$ cat src/hdl/fhp_pkg.sv
// Shared types and constants of the fragment header parser.
// Depends on nothing; every other file of the block but fhp_if imports it.
package fhp_pkg;

	localparam int HDR_BYTES = 32;
	localparam int HDR_W     = 8 * HDR_BYTES;
	localparam int CNT_W     = 17;
	localparam logic [CNT_W-1:0] CNT_MAX = '1;

	localparam int CFG_IDX_W  = 3;
	localparam int CFG_DATA_W = 32;

	// register indexes of the configuration port
	localparam logic [CFG_IDX_W-1:0] CFG_MAGIC     = 3'd0;
	localparam logic [CFG_IDX_W-1:0] CFG_VERSION   = 3'd1;
	localparam logic [CFG_IDX_W-1:0] CFG_TYPE      = 3'd2;
	localparam logic [CFG_IDX_W-1:0] CFG_MAX_FRAME = 3'd3;
	localparam logic [CFG_IDX_W-1:0] CFG_MAX_FRAGS = 3'd4;
	localparam logic [CFG_IDX_W-1:0] CFG_MAX_PL    = 3'd5;
	localparam logic [CFG_IDX_W-1:0] CFG_MAX_DGRAM = 3'd6;

	// verdict status codes, in order of checking
	localparam logic [3:0] ST_OK         = 4'd0;
	localparam logic [3:0] ST_SHORT      = 4'd1;
	localparam logic [3:0] ST_LONG       = 4'd2;
	localparam logic [3:0] ST_MAGIC      = 4'd3;
	localparam logic [3:0] ST_VERSION    = 4'd4;
	localparam logic [3:0] ST_TYPE       = 4'd5;
	localparam logic [3:0] ST_HDR_SIZE   = 4'd6;
	localparam logic [3:0] ST_FRAME_ZERO = 4'd7;
	localparam logic [3:0] ST_FRAME_BIG  = 4'd8;
	localparam logic [3:0] ST_COUNT      = 4'd9;
	localparam logic [3:0] ST_INDEX      = 4'd10;
	localparam logic [3:0] ST_PAYLOAD    = 4'd11;
	localparam logic [3:0] ST_FRAME_PL   = 4'd12;
	localparam logic [3:0] ST_LENGTH     = 4'd13;

	typedef struct packed {
		logic [31:0]      magic;
		logic [7:0]       version;
		logic [7:0]       packet_type;
		logic [31:0]      max_frame_bytes;
		logic [15:0]      max_fragments;
		logic [15:0]      max_payload_bytes;
		logic [CNT_W-1:0] max_datagram_bytes;
	} cfg_regs_t;

	typedef struct packed {
		logic        kind;
		logic [7:0]  payload_byte;
		logic [3:0]  status;
		logic [31:0] session_id;
		logic [31:0] frame_id;
		logic [31:0] timestamp_ms;
		logic [31:0] frame_bytes;
		logic [15:0] fragment_index;
		logic [15:0] fragment_count;
		logic [15:0] payload_bytes;
		logic [15:0] flag_bits;
		logic        last_result;
	} result_t;

endpackage

$ cat src/hdl/fhp_if.sv
// Channel interfaces of the fragment header parser: input bytes, results
// and configuration writes.
interface fhp_in_if;
	logic       valid;
	logic       ready;
	logic [7:0] data_byte;
	logic       last_byte;

	modport source (output valid, data_byte, last_byte, input ready);
	modport sink   (input valid, data_byte, last_byte, output ready);
endinterface

interface fhp_out_if;
	logic        valid;
	logic        ready;
	logic        kind;
	logic [7:0]  payload_byte;
	logic [3:0]  status;
	logic [31:0] session_id;
	logic [31:0] frame_id;
	logic [31:0] timestamp_ms;
	logic [31:0] frame_bytes;
	logic [15:0] fragment_index;
	logic [15:0] fragment_count;
	logic [15:0] payload_bytes;
	logic [15:0] flag_bits;
	logic        last_result;

	modport source (output valid, kind, payload_byte, status, session_id, frame_id,
		timestamp_ms, frame_bytes, fragment_index, fragment_count, payload_bytes,
		flag_bits, last_result, input ready);
	modport sink   (input valid, kind, payload_byte, status, session_id, frame_id,
		timestamp_ms, frame_bytes, fragment_index, fragment_count, payload_bytes,
		flag_bits, last_result, output ready);
endinterface

interface fhp_cfg_if;
	logic        valid;
	logic        ready;
	logic [2:0]  index;
	logic [31:0] data;

	modport source (output valid, index, data, input ready);
	modport sink   (input valid, index, data, output ready);
endinterface

$ cat src/hdl/fhp_cfg.sv
// Configuration register file of the fragment header parser.
// Depends on fhp_pkg and fhp_cfg_if.
module fhp_cfg (
	input  logic               clk,
	input  logic               arst_n,
	fhp_cfg_if.sink            cfg,
	output fhp_pkg::cfg_regs_t regs
);
	import fhp_pkg::*;

	cfg_regs_t regs_q;

	assign cfg.ready = 1'b1;
	assign regs      = regs_q;

	always_ff @(posedge clk or negedge arst_n) begin
		if (!arst_n) begin
			regs_q.magic              <= 32'd0;
			regs_q.version            <= 8'd1;
			regs_q.packet_type        <= 8'd1;
			regs_q.max_frame_bytes    <= 32'd4194304;
			regs_q.max_fragments      <= 16'd4096;
			regs_q.max_payload_bytes  <= 16'd1200;
			regs_q.max_datagram_bytes <= 17'd1232;
		end else if (cfg.valid) begin
			// truncate to register width; unknown indexes drop
			unique case (cfg.index)
				CFG_MAGIC:     regs_q.magic              <= cfg.data;
				CFG_VERSION:   regs_q.version            <= cfg.data[7:0];
				CFG_TYPE:      regs_q.packet_type        <= cfg.data[7:0];
				CFG_MAX_FRAME: regs_q.max_frame_bytes    <= cfg.data;
				CFG_MAX_FRAGS: regs_q.max_fragments      <= cfg.data[15:0];
				CFG_MAX_PL:    regs_q.max_payload_bytes  <= cfg.data[15:0];
				CFG_MAX_DGRAM: regs_q.max_datagram_bytes <= cfg.data[CNT_W-1:0];
				default: ;
			endcase
		end
	end
endmodule

$ cat src/hdl/fhp_judge.sv
// Header checker: builds the end-of-datagram verdict from the captured
// header and the measured length. Depends on fhp_pkg.
module fhp_judge (
	input  logic [fhp_pkg::HDR_W-1:0] hdr,
	input  logic [fhp_pkg::CNT_W-1:0] length,
	input  fhp_pkg::cfg_regs_t        regs,
	output fhp_pkg::result_t          verdict
);
	import fhp_pkg::*;

	logic [31:0] magic, session, frame_id, tstamp, fsize;
	logic [7:0]  version, ptype;
	logic [15:0] hsize, fidx, fcnt, psize, flags;
	logic [3:0]  st;

	assign magic    = hdr[255:224];
	assign version  = hdr[223:216];
	assign ptype    = hdr[215:208];
	assign hsize    = hdr[207:192];
	assign session  = hdr[191:160];
	assign frame_id = hdr[159:128];
	assign tstamp   = hdr[127:96];
	assign fsize    = hdr[95:64];
	assign fidx     = hdr[63:48];
	assign fcnt     = hdr[47:32];
	assign psize    = hdr[31:16];
	assign flags    = hdr[15:0];

	// first failing check wins
	always_comb begin
		if (length < CNT_W'(HDR_BYTES))                      st = ST_SHORT;
		else if (length > regs.max_datagram_bytes)          st = ST_LONG;
		else if (magic != regs.magic)                       st = ST_MAGIC;
		else if (version != regs.version)                   st = ST_VERSION;
		else if (ptype != regs.packet_type)                 st = ST_TYPE;
		else if (hsize != 16'(HDR_BYTES))                   st = ST_HDR_SIZE;
		else if (fsize == 32'd0)                            st = ST_FRAME_ZERO;
		else if (fsize > regs.max_frame_bytes)              st = ST_FRAME_BIG;
		else if (fcnt == 16'd0 || fcnt > regs.max_fragments) st = ST_COUNT;
		else if (fidx >= fcnt)                              st = ST_INDEX;
		else if (psize == 16'd0 || psize > regs.max_payload_bytes) st = ST_PAYLOAD;
		else if (fsize < {16'd0, psize})                    st = ST_FRAME_PL;
		else if (length != CNT_W'(HDR_BYTES) + {1'b0, psize}) st = ST_LENGTH;
		else                                                st = ST_OK;
	end

	always_comb begin
		verdict             = '0;
		verdict.kind        = 1'b1;
		verdict.status      = st;
		verdict.last_result = 1'b1;
		if (st == ST_OK) begin
			verdict.session_id     = session;
			verdict.frame_id       = frame_id;
			verdict.timestamp_ms   = tstamp;
			verdict.frame_bytes    = fsize;
			verdict.fragment_index = fidx;
			verdict.fragment_count = fcnt;
			verdict.payload_bytes  = psize;
			verdict.flag_bits      = flags;
		end
	end
endmodule

$ cat src/hdl/fragment_header_parser.sv
// Top level of the fragment header parser: input register, header capture,
// result register. Depends on fhp_pkg, fhp_if, fhp_cfg and fhp_judge.
//
// Usage
//   in_ch  : one datagram byte per word, last_byte set on its final byte.
//   out_ch : result words. kind 0 carries a payload byte (every byte after
//            the 32-byte header); kind 1 is the verdict closing a datagram,
//            status 0 with the header fields, or a failure code with the
//            header fields at zero.
//   cfg    : register writes, always ready; write only while idle.
// Timing
//   A byte is taken every cycle unless out_ch stalls or a final byte is
//   still handing out its words. Its result word passes from the input
//   register to the result register and then shows on out_ch. A final byte
//   that follows the header yields two words, payload then verdict, so it
//   holds the input register until both are out and the next byte waits.
// Reset
//   Clears the byte counter, the pipeline valids and the registers to their
//   defaults. The header register needs no reset: it only affects a verdict
//   once the whole header of the current datagram has been shifted in.
// Stall
//   When out_ch stalls, the result register holds. A byte that has a word to
//   hand out waits in the input register and in_ch.ready drops until a word
//   leaves; header bytes hand out nothing and keep flowing.
module fragment_header_parser (
	input  logic      clk,
	input  logic      arst_n,
	fhp_in_if.sink    in_ch,
	fhp_out_if.source out_ch,
	fhp_cfg_if.sink   cfg
);
	import fhp_pkg::*;

	cfg_regs_t        regs;
	result_t          verdict;
	result_t          res_next;
	result_t          res_q;
	logic             out_vld_q;

	logic [CNT_W-1:0] count_q;
	logic             vld_s1;
	logic [7:0]       byte_s1;
	logic             last_s1;
	logic [CNT_W-1:0] pos_s1;
	logic             done_s1;
	logic [HDR_W-1:0] hdr_q;

	logic             accept;
	logic             is_pl;
	logic             emit;
	logic             emit_verdict;
	logic             out_free;
	logic             s1_adv;
	logic             s1_retire;
	logic [CNT_W-1:0] length;
	logic [HDR_W-1:0] hdr_view;

	fhp_cfg u_cfg (
		.clk    (clk),
		.arst_n (arst_n),
		.cfg    (cfg),
		.regs   (regs)
	);

	// byte belongs to the payload once the header is complete
	assign is_pl        = pos_s1 >= CNT_W'(HDR_BYTES);
	assign emit_verdict = vld_s1 && last_s1 && (!is_pl || done_s1);
	assign emit         = vld_s1 && ((is_pl && !done_s1) || last_s1);
	assign out_free     = !out_vld_q || out_ch.ready;
	// advance one step: hand out one word, or none for a header byte
	assign s1_adv       = vld_s1 && (!emit || out_free);
	assign s1_retire    = s1_adv && (!last_s1 || emit_verdict);
	assign in_ch.ready  = !vld_s1 || s1_retire;
	assign accept       = in_ch.valid && in_ch.ready;

	// measured length saturates with the counter
	assign length   = (pos_s1 == CNT_MAX) ? CNT_MAX : pos_s1 + CNT_W'(1);
	// a final header byte still sits in the input register: include it
	assign hdr_view = is_pl ? hdr_q : {hdr_q[HDR_W-9:0], byte_s1};

	fhp_judge u_judge (
		.hdr     (hdr_view),
		.length  (length),
		.regs    (regs),
		.verdict (verdict)
	);

	always_comb begin
		res_next              = '0;
		res_next.payload_byte = byte_s1;
		if (emit_verdict) begin
			res_next = verdict;
		end
	end

	// byte counter: position of the next accepted byte
	always_ff @(posedge clk or negedge arst_n) begin
		if (!arst_n) begin
			count_q <= '0;
		end else if (accept) begin
			if (in_ch.last_byte) begin
				count_q <= '0;
			end else if (count_q != CNT_MAX) begin
				count_q <= count_q + CNT_W'(1);
			end
		end
	end

	// input register
	always_ff @(posedge clk or negedge arst_n) begin
		if (!arst_n) begin
			vld_s1  <= 1'b0;
			done_s1 <= 1'b0;
		end else if (accept) begin
			vld_s1  <= 1'b1;
			done_s1 <= 1'b0;
		end else begin
			if (s1_retire) begin
				vld_s1 <= 1'b0;
			end
			// payload word of a final byte is out: verdict next
			if (s1_adv && emit && !emit_verdict) begin
				done_s1 <= 1'b1;
			end
		end
	end

	always_ff @(posedge clk) begin
		if (accept) begin
			byte_s1 <= in_ch.data_byte;
			last_s1 <= in_ch.last_byte;
			pos_s1  <= count_q;
		end
	end

	// header capture: shift header bytes in, first byte ends up on top
	always_ff @(posedge clk) begin
		if (s1_retire && !is_pl) begin
			hdr_q <= {hdr_q[HDR_W-9:0], byte_s1};
		end
	end

	// result register
	always_ff @(posedge clk or negedge arst_n) begin
		if (!arst_n) begin
			out_vld_q <= 1'b0;
		end else if (s1_adv && emit) begin
			out_vld_q <= 1'b1;
		end else if (out_ch.ready) begin
			out_vld_q <= 1'b0;
		end
	end

	always_ff @(posedge clk) begin
		if (s1_adv && emit) begin
			res_q <= res_next;
		end
	end

	assign out_ch.valid          = out_vld_q;
	assign out_ch.kind           = res_q.kind;
	assign out_ch.payload_byte   = res_q.payload_byte;
	assign out_ch.status         = res_q.status;
	assign out_ch.session_id     = res_q.session_id;
	assign out_ch.frame_id       = res_q.frame_id;
	assign out_ch.timestamp_ms   = res_q.timestamp_ms;
	assign out_ch.frame_bytes    = res_q.frame_bytes;
	assign out_ch.fragment_index = res_q.fragment_index;
	assign out_ch.fragment_count = res_q.fragment_count;
	assign out_ch.payload_bytes  = res_q.payload_bytes;
	assign out_ch.flag_bits      = res_q.flag_bits;
	assign out_ch.last_result    = res_q.last_result;
endmodule

$ cat src/flat_wrapper.sv
// flat-port wrapper written by rule: the top's interface ports become plain ports
module fragment_header_parser_flat import fhp_pkg::*;
  (clk, arst_n, in_ch_valid, in_ch_data_byte, in_ch_last_byte, in_ch_ready, out_ch_valid, out_ch_kind, out_ch_payload_byte, out_ch_status, out_ch_session_id, out_ch_frame_id, out_ch_timestamp_ms, out_ch_frame_bytes, out_ch_fragment_index, out_ch_fragment_count, out_ch_payload_bytes, out_ch_flag_bits, out_ch_last_result, out_ch_ready, cfg_valid, cfg_index, cfg_data, cfg_ready);
  fhp_in_if in_ch_i ();
  fhp_out_if out_ch_i ();
  fhp_cfg_if cfg_i ();
  input  logic clk;
  input  logic arst_n;
  input wire logic [$bits(in_ch_i.valid)-1:0] in_ch_valid;
  input wire logic [$bits(in_ch_i.data_byte)-1:0] in_ch_data_byte;
  input wire logic [$bits(in_ch_i.last_byte)-1:0] in_ch_last_byte;
  output wire logic [$bits(in_ch_i.ready)-1:0] in_ch_ready;
  output wire logic [$bits(out_ch_i.valid)-1:0] out_ch_valid;
  output wire logic [$bits(out_ch_i.kind)-1:0] out_ch_kind;
  output wire logic [$bits(out_ch_i.payload_byte)-1:0] out_ch_payload_byte;
  output wire logic [$bits(out_ch_i.status)-1:0] out_ch_status;
  output wire logic [$bits(out_ch_i.session_id)-1:0] out_ch_session_id;
  output wire logic [$bits(out_ch_i.frame_id)-1:0] out_ch_frame_id;
  output wire logic [$bits(out_ch_i.timestamp_ms)-1:0] out_ch_timestamp_ms;
  output wire logic [$bits(out_ch_i.frame_bytes)-1:0] out_ch_frame_bytes;
  output wire logic [$bits(out_ch_i.fragment_index)-1:0] out_ch_fragment_index;
  output wire logic [$bits(out_ch_i.fragment_count)-1:0] out_ch_fragment_count;
  output wire logic [$bits(out_ch_i.payload_bytes)-1:0] out_ch_payload_bytes;
  output wire logic [$bits(out_ch_i.flag_bits)-1:0] out_ch_flag_bits;
  output wire logic [$bits(out_ch_i.last_result)-1:0] out_ch_last_result;
  input wire logic [$bits(out_ch_i.ready)-1:0] out_ch_ready;
  input wire logic [$bits(cfg_i.valid)-1:0] cfg_valid;
  input wire logic [$bits(cfg_i.index)-1:0] cfg_index;
  input wire logic [$bits(cfg_i.data)-1:0] cfg_data;
  output wire logic [$bits(cfg_i.ready)-1:0] cfg_ready;
  assign in_ch_i.valid = in_ch_valid;
  assign in_ch_i.data_byte = in_ch_data_byte;
  assign in_ch_i.last_byte = in_ch_last_byte;
  assign in_ch_ready = in_ch_i.ready;
  assign out_ch_valid = out_ch_i.valid;
  assign out_ch_kind = out_ch_i.kind;
  assign out_ch_payload_byte = out_ch_i.payload_byte;
  assign out_ch_status = out_ch_i.status;
  assign out_ch_session_id = out_ch_i.session_id;
  assign out_ch_frame_id = out_ch_i.frame_id;
  assign out_ch_timestamp_ms = out_ch_i.timestamp_ms;
  assign out_ch_frame_bytes = out_ch_i.frame_bytes;
  assign out_ch_fragment_index = out_ch_i.fragment_index;
  assign out_ch_fragment_count = out_ch_i.fragment_count;
  assign out_ch_payload_bytes = out_ch_i.payload_bytes;
  assign out_ch_flag_bits = out_ch_i.flag_bits;
  assign out_ch_last_result = out_ch_i.last_result;
  assign out_ch_i.ready = out_ch_ready;
  assign cfg_i.valid = cfg_valid;
  assign cfg_i.index = cfg_index;
  assign cfg_i.data = cfg_data;
  assign cfg_ready = cfg_i.ready;
  fragment_header_parser u_core (.clk(clk), .arst_n(arst_n), .in_ch(in_ch_i), .out_ch(out_ch_i), .cfg(cfg_i));
endmodule
$ cat config.mk
export PLATFORM = sky130hd
export DESIGN_NAME = fragment_header_parser_flat
export DESIGN_NICKNAME = d
export VERILOG_FILES = /design/src/hdl/fhp_pkg.sv /design/src/hdl/fhp_if.sv /design/src/hdl/fhp_cfg.sv /design/src/hdl/fhp_judge.sv /design/src/hdl/fragment_header_parser.sv /design/src/flat_wrapper.sv
export SDC_FILE = /design/constraint.sdc
export NUM_CORES = 1
export LEC_CHECK = 0
export BUFFER_PORTS_ARGS = -buffer_cell sky130_fd_sc_hd__buf_2
export CAP_MARGIN = 20
export CORE_UTILIZATION = 60
export CTS_CLUSTER_SIZE = 8
export DETAILED_ROUTE_END_ITERATION = 16
export PLACE_DENSITY_LB_ADDON = 0.12
export SYNTH_ARGS = -nofsm -noshare
export SYNTH_HDL_FRONTEND = slang
export SYNTH_SLANG_ARGS = --single-unit
$ cat constraint.sdc
create_clock -name clk -period 10.7 [get_ports clk]
set_clock_uncertainty 0.15 [all_clocks]
set_input_delay 0.535 -clock clk [delete_from_list [all_inputs] [get_ports clk]]
set_output_delay 0.535 -clock clk [all_outputs]
set_load 0.01 [all_outputs]
==> metrics.md <==
| Metric | Value |
|---|---|
| Main combinational cell family by area after synthesis | simple AND/OR/NAND/NOR gates |
| Met2 wire length | 37.2 mm |
| Final cell count without fillers | 3361 |
| Iteration-0 DRC Markers | 1935 |
| Metal3 WL | 5.08 mm |
| Clock slew at reported path FFs | 0.05 ns |
| Pre-antenna DRT Iters | 6 |
| Clk root buf | clkbuf_16 |
| Die H | about 230 µm |
| DIE AREA | ~0.053 mm² |
| Post-synthesis cell type count | 89 |
| Mapped Area | 0.0312 mm² |
| CP Max Fanout | roughly 120 |
| Post_cts resized | 0 |
| Slowest stage delay, CP | just under 1 ns |
| Worst skew pair latency | ~0.65 ns |
| Internal power | ~0.0049 W |
| CP Data Required Time | 11.02 ns |
| Worst VDD drop | between 0.15 and 0.2 mV |
| Final hold violation count | 0 |
| Cells after synthesis | 2368 |
| Most frequent cells in the layout | edfxtp_1, buf_2, nand2_1 |
| Post-Route WL | 80.7 mm |
| Rel. slew slack | 0.248 |
| Part of the power in the clock network | 0.397 |
| Total CTS buffers | 89 |
| Total track usage | 0.306 |
| P_leak | 13.6 nW |
| RSZ-0062 raised after global routing | no |
| Initial core utilization | 0.607 |
| Crit path DAT | between 7 and 8 ns |
| Simple-gate share of the synthesized area | 0.154 |
| Final WS setup | approximately 3.3 ns |
| Area of all placed cells without fillers | 0.0357 mm² |
| Period utilization | 0.695 |
| Run status | completed |
| Post-synthesis compound-gate area fraction | 0.0494 |
| Avg Inst Size Synth | ~13 µm² |
| Worst slack, placed | 3.45 ns |
| Pwr dens | 184 mW/mm² |
| Switching power of the nets | 0.00171 W |
| Setup CP Type | reg -> reg |
| Hold_buf cts | 14 |
| Comb pwr share | 0.127 |
| Total Neg Setup Slack | 0 ns |
| Post-DP Area | 0.0329 mm² |
| Highest clock rate | 134 MHz |
| Crit start category | flop |
| GPL Wtd Cong | ~0.95 |
| Xor and xnor area share after synthesis | 0.0215 |
| Sequential power share | 0.475 |
| Post-DP HPWL | 54.8 mm |
| Via count | approximately 20000 |
| Core ar. | 0.0514 mm² |
| Critical Path Sink Type | flop |
| M1 wire length | 35.2 mm |
| Number of I/O pins | between 200 and 300 |
| Area share of the largest cell type after synthesis | 0.468 |
| Vias/cell | 6.12 |
| DR WL/cell | 24.0 µm |
| Worst-Margin Slew | roughly 1.1 ns |
| Port Buffers | 256 |
| Sequential element share of the synthesized area | 0.588 |
| Routed Antenna Nets | 0 |
| First-pass GRT wire length | roughly 120 mm |
| EDFF count, synth | 487 |
| Total grt overflow | 0 |
| ANT cells | 0 |
| Worst hold margin | between 0.02 and 0.025 ns |
| Number of global-route vias before repair | 20100 |
| Placed cell count | between 3000 and 4000 |
| Yosys warning total | 0 |
| Fraction of layout cells with a size suffix above 1 | 0.260 |
| CTS Sinks | 636 |
| Max layer used | met5 |
| Largest net degree at the start of global routing | 177 |
| DRC violations left | 0 |
| Mapped Nets | between 2000 and 3000 |
| # setup viols final | 0 |
| Synth area leader | edfxtp_1 |
| Sw Share | 0.260 |
| Commonest non-fill, non-tap cell in the layout | edfxtp_1 |
| Most used flip-flop cell after synthesis | edfxtp_1 |
| CTS tree | done |
| Synth Register Bits | around 640 |
| Maxcap violations | 0 |
| Die Width | roughly 230 µm |
| Mux contribution to synthesized area | 0.103 |
| CTS Buffer Depth | 3 |
| Initial antenna violation count | 2 |
| Period minus WS final | between 7 and 8 ns |
| Final #Nets | roughly 2800 |
| Worst path slowest cell | buf_4 |
| Max Slew Vio Count | 0 |
| Ys async rst share | 0.234 |
| Cell Rows | 83 |
| Largest cells by area after synthesis | edfxtp_1, dfrtp_1, mux2i_1, nor3_2, ha_1 |
| Post-Synth Adder-Cell Area | 0.0458 |
| H-tree depth | 3 |
| Worst path cell trace | or4_4, nor3_4, buf_12, buf_4, nand2_1, nand2_1, ha_1, a2111oi_0, a311oi_1, o31ai_1, a22oi_1, nor2b_1, o211ai_1, nand4bb_4, buf_12, nor3_2 |
| Area Growth Syn to Fin | 14.2% |
| Hold crit path type | in -> reg |
| Setup bufs post-CTS | 0 |
==> cell usage after synthesis (30+ instances only) <==
library cell  count
xnor2_1          42
mux2i_1         187
mux2_2          117
inv_1           136
nor3_1           37
xor2_1           32
nand3_1          56
edfxtp_1        487
nor3_2          141
dfrtp_1         137
o21ai_0          51
nor3b_2          30
a21oi_1          50
ha_1            111
nand2_1         228
nor2_1           47
nor4_1           44
clkbuf_1         64
nand4_1          32
==> per-stage QoR <==
step                      total power [W]  utilization
after floorplan                   0.00366            -
after global placement            0.00395        0.640
after detailed placement          0.00398        0.640
after CTS                         0.00659        0.693
after global routing              0.00680        0.694
final                             0.00656        0.694
==> metal layers <==
metal,vias to the layer above,track usage
li1,9314,-
met1,10300,0.436
met2,816,0.466
met3,158,0.0475
met4,2,0.132
met5,-,0
==> power by group through the flow <==
stage	Sequential [W]	Clock (W)	Combinational (W)
after floorplan	0.00319	0	0.000470
after global placement	0.00315	0	0.000799
after detailed placement	0.00316	0	0.000824
after CTS	0.00312	0.00264	0.000834
after global routing	0.00315	0.00274	0.000915
final	0.00312	0.00261	0.000834
==> path summary, 6_finish.rpt <==
kind	slack [ns]	cells after the start	start	to
min reg2reg	0.29	0	u_core.hdr_q[195]	u_core.hdr_q[203]
max reg2reg	3.26	16	u_core.pos_s1[15]	u_core.out_ch.session_id[4]
min	0.02	2	cfg_data[30]	u_core.u_cfg.regs[127]
min in group asynchronous	0.36	2	arst_n	u_core.u_cfg.regs[103]
max in group asynchronous	8.59	3	arst_n	u_core.u_cfg.regs[38]
max	3.26	16	u_core.pos_s1[15]	u_core.out_ch.session_id[4]
==> critical path, delay by kind of cell (launching register included) <==
kind / cells / cell delay [ns]
and+or+nand+nor: 7 / 2.55
buffers and inverters: 3 / 2.07
AOI/OAI and AO/OA: 5 / 1.22
DFF: 1 / 0.53
adders and majority gates: 1 / 0.27
==> logic make-up (layout without fill, tap and decap cells) <==
group / Yosys count / in the layout
AO/OA/AOI/OAI: 230 / 230
XOR/XNOR: 75 / 75
adder cells (fa/ha/maj): 115 / 115
buffers and inverters: 258 / 571
flip-flops: 636 / 636
multiplexers: 305 / 305
other: 1 / 1
AND/OR/NAND/NOR: 748 / 748
==> registers in the layout, indices dropped and copies added, names as in the netlist, 17 cells and up <==
name and flops:
u_core.pos_s1 17, u_core.out_ch.timestamp_ms 32, u_core.u_cfg.regs 129, u_core.hdr_q 256, u_core.count_q 17, u_core.out_ch.frame_id 32
u_core.out_ch.frame_bytes 32, u_core.out_ch.session_id 32
==> area by class of cell <==
class	count	area, µm²
clock buffers	136	2420
multi-input cells	1474	11700
inverters	137	514
fillers	3640	15700
well taps	680	851
clock inverters	7	146
repair buffers	291	1650
flip-flops and latches	636	18400
(Power assumes the default switching activity.)
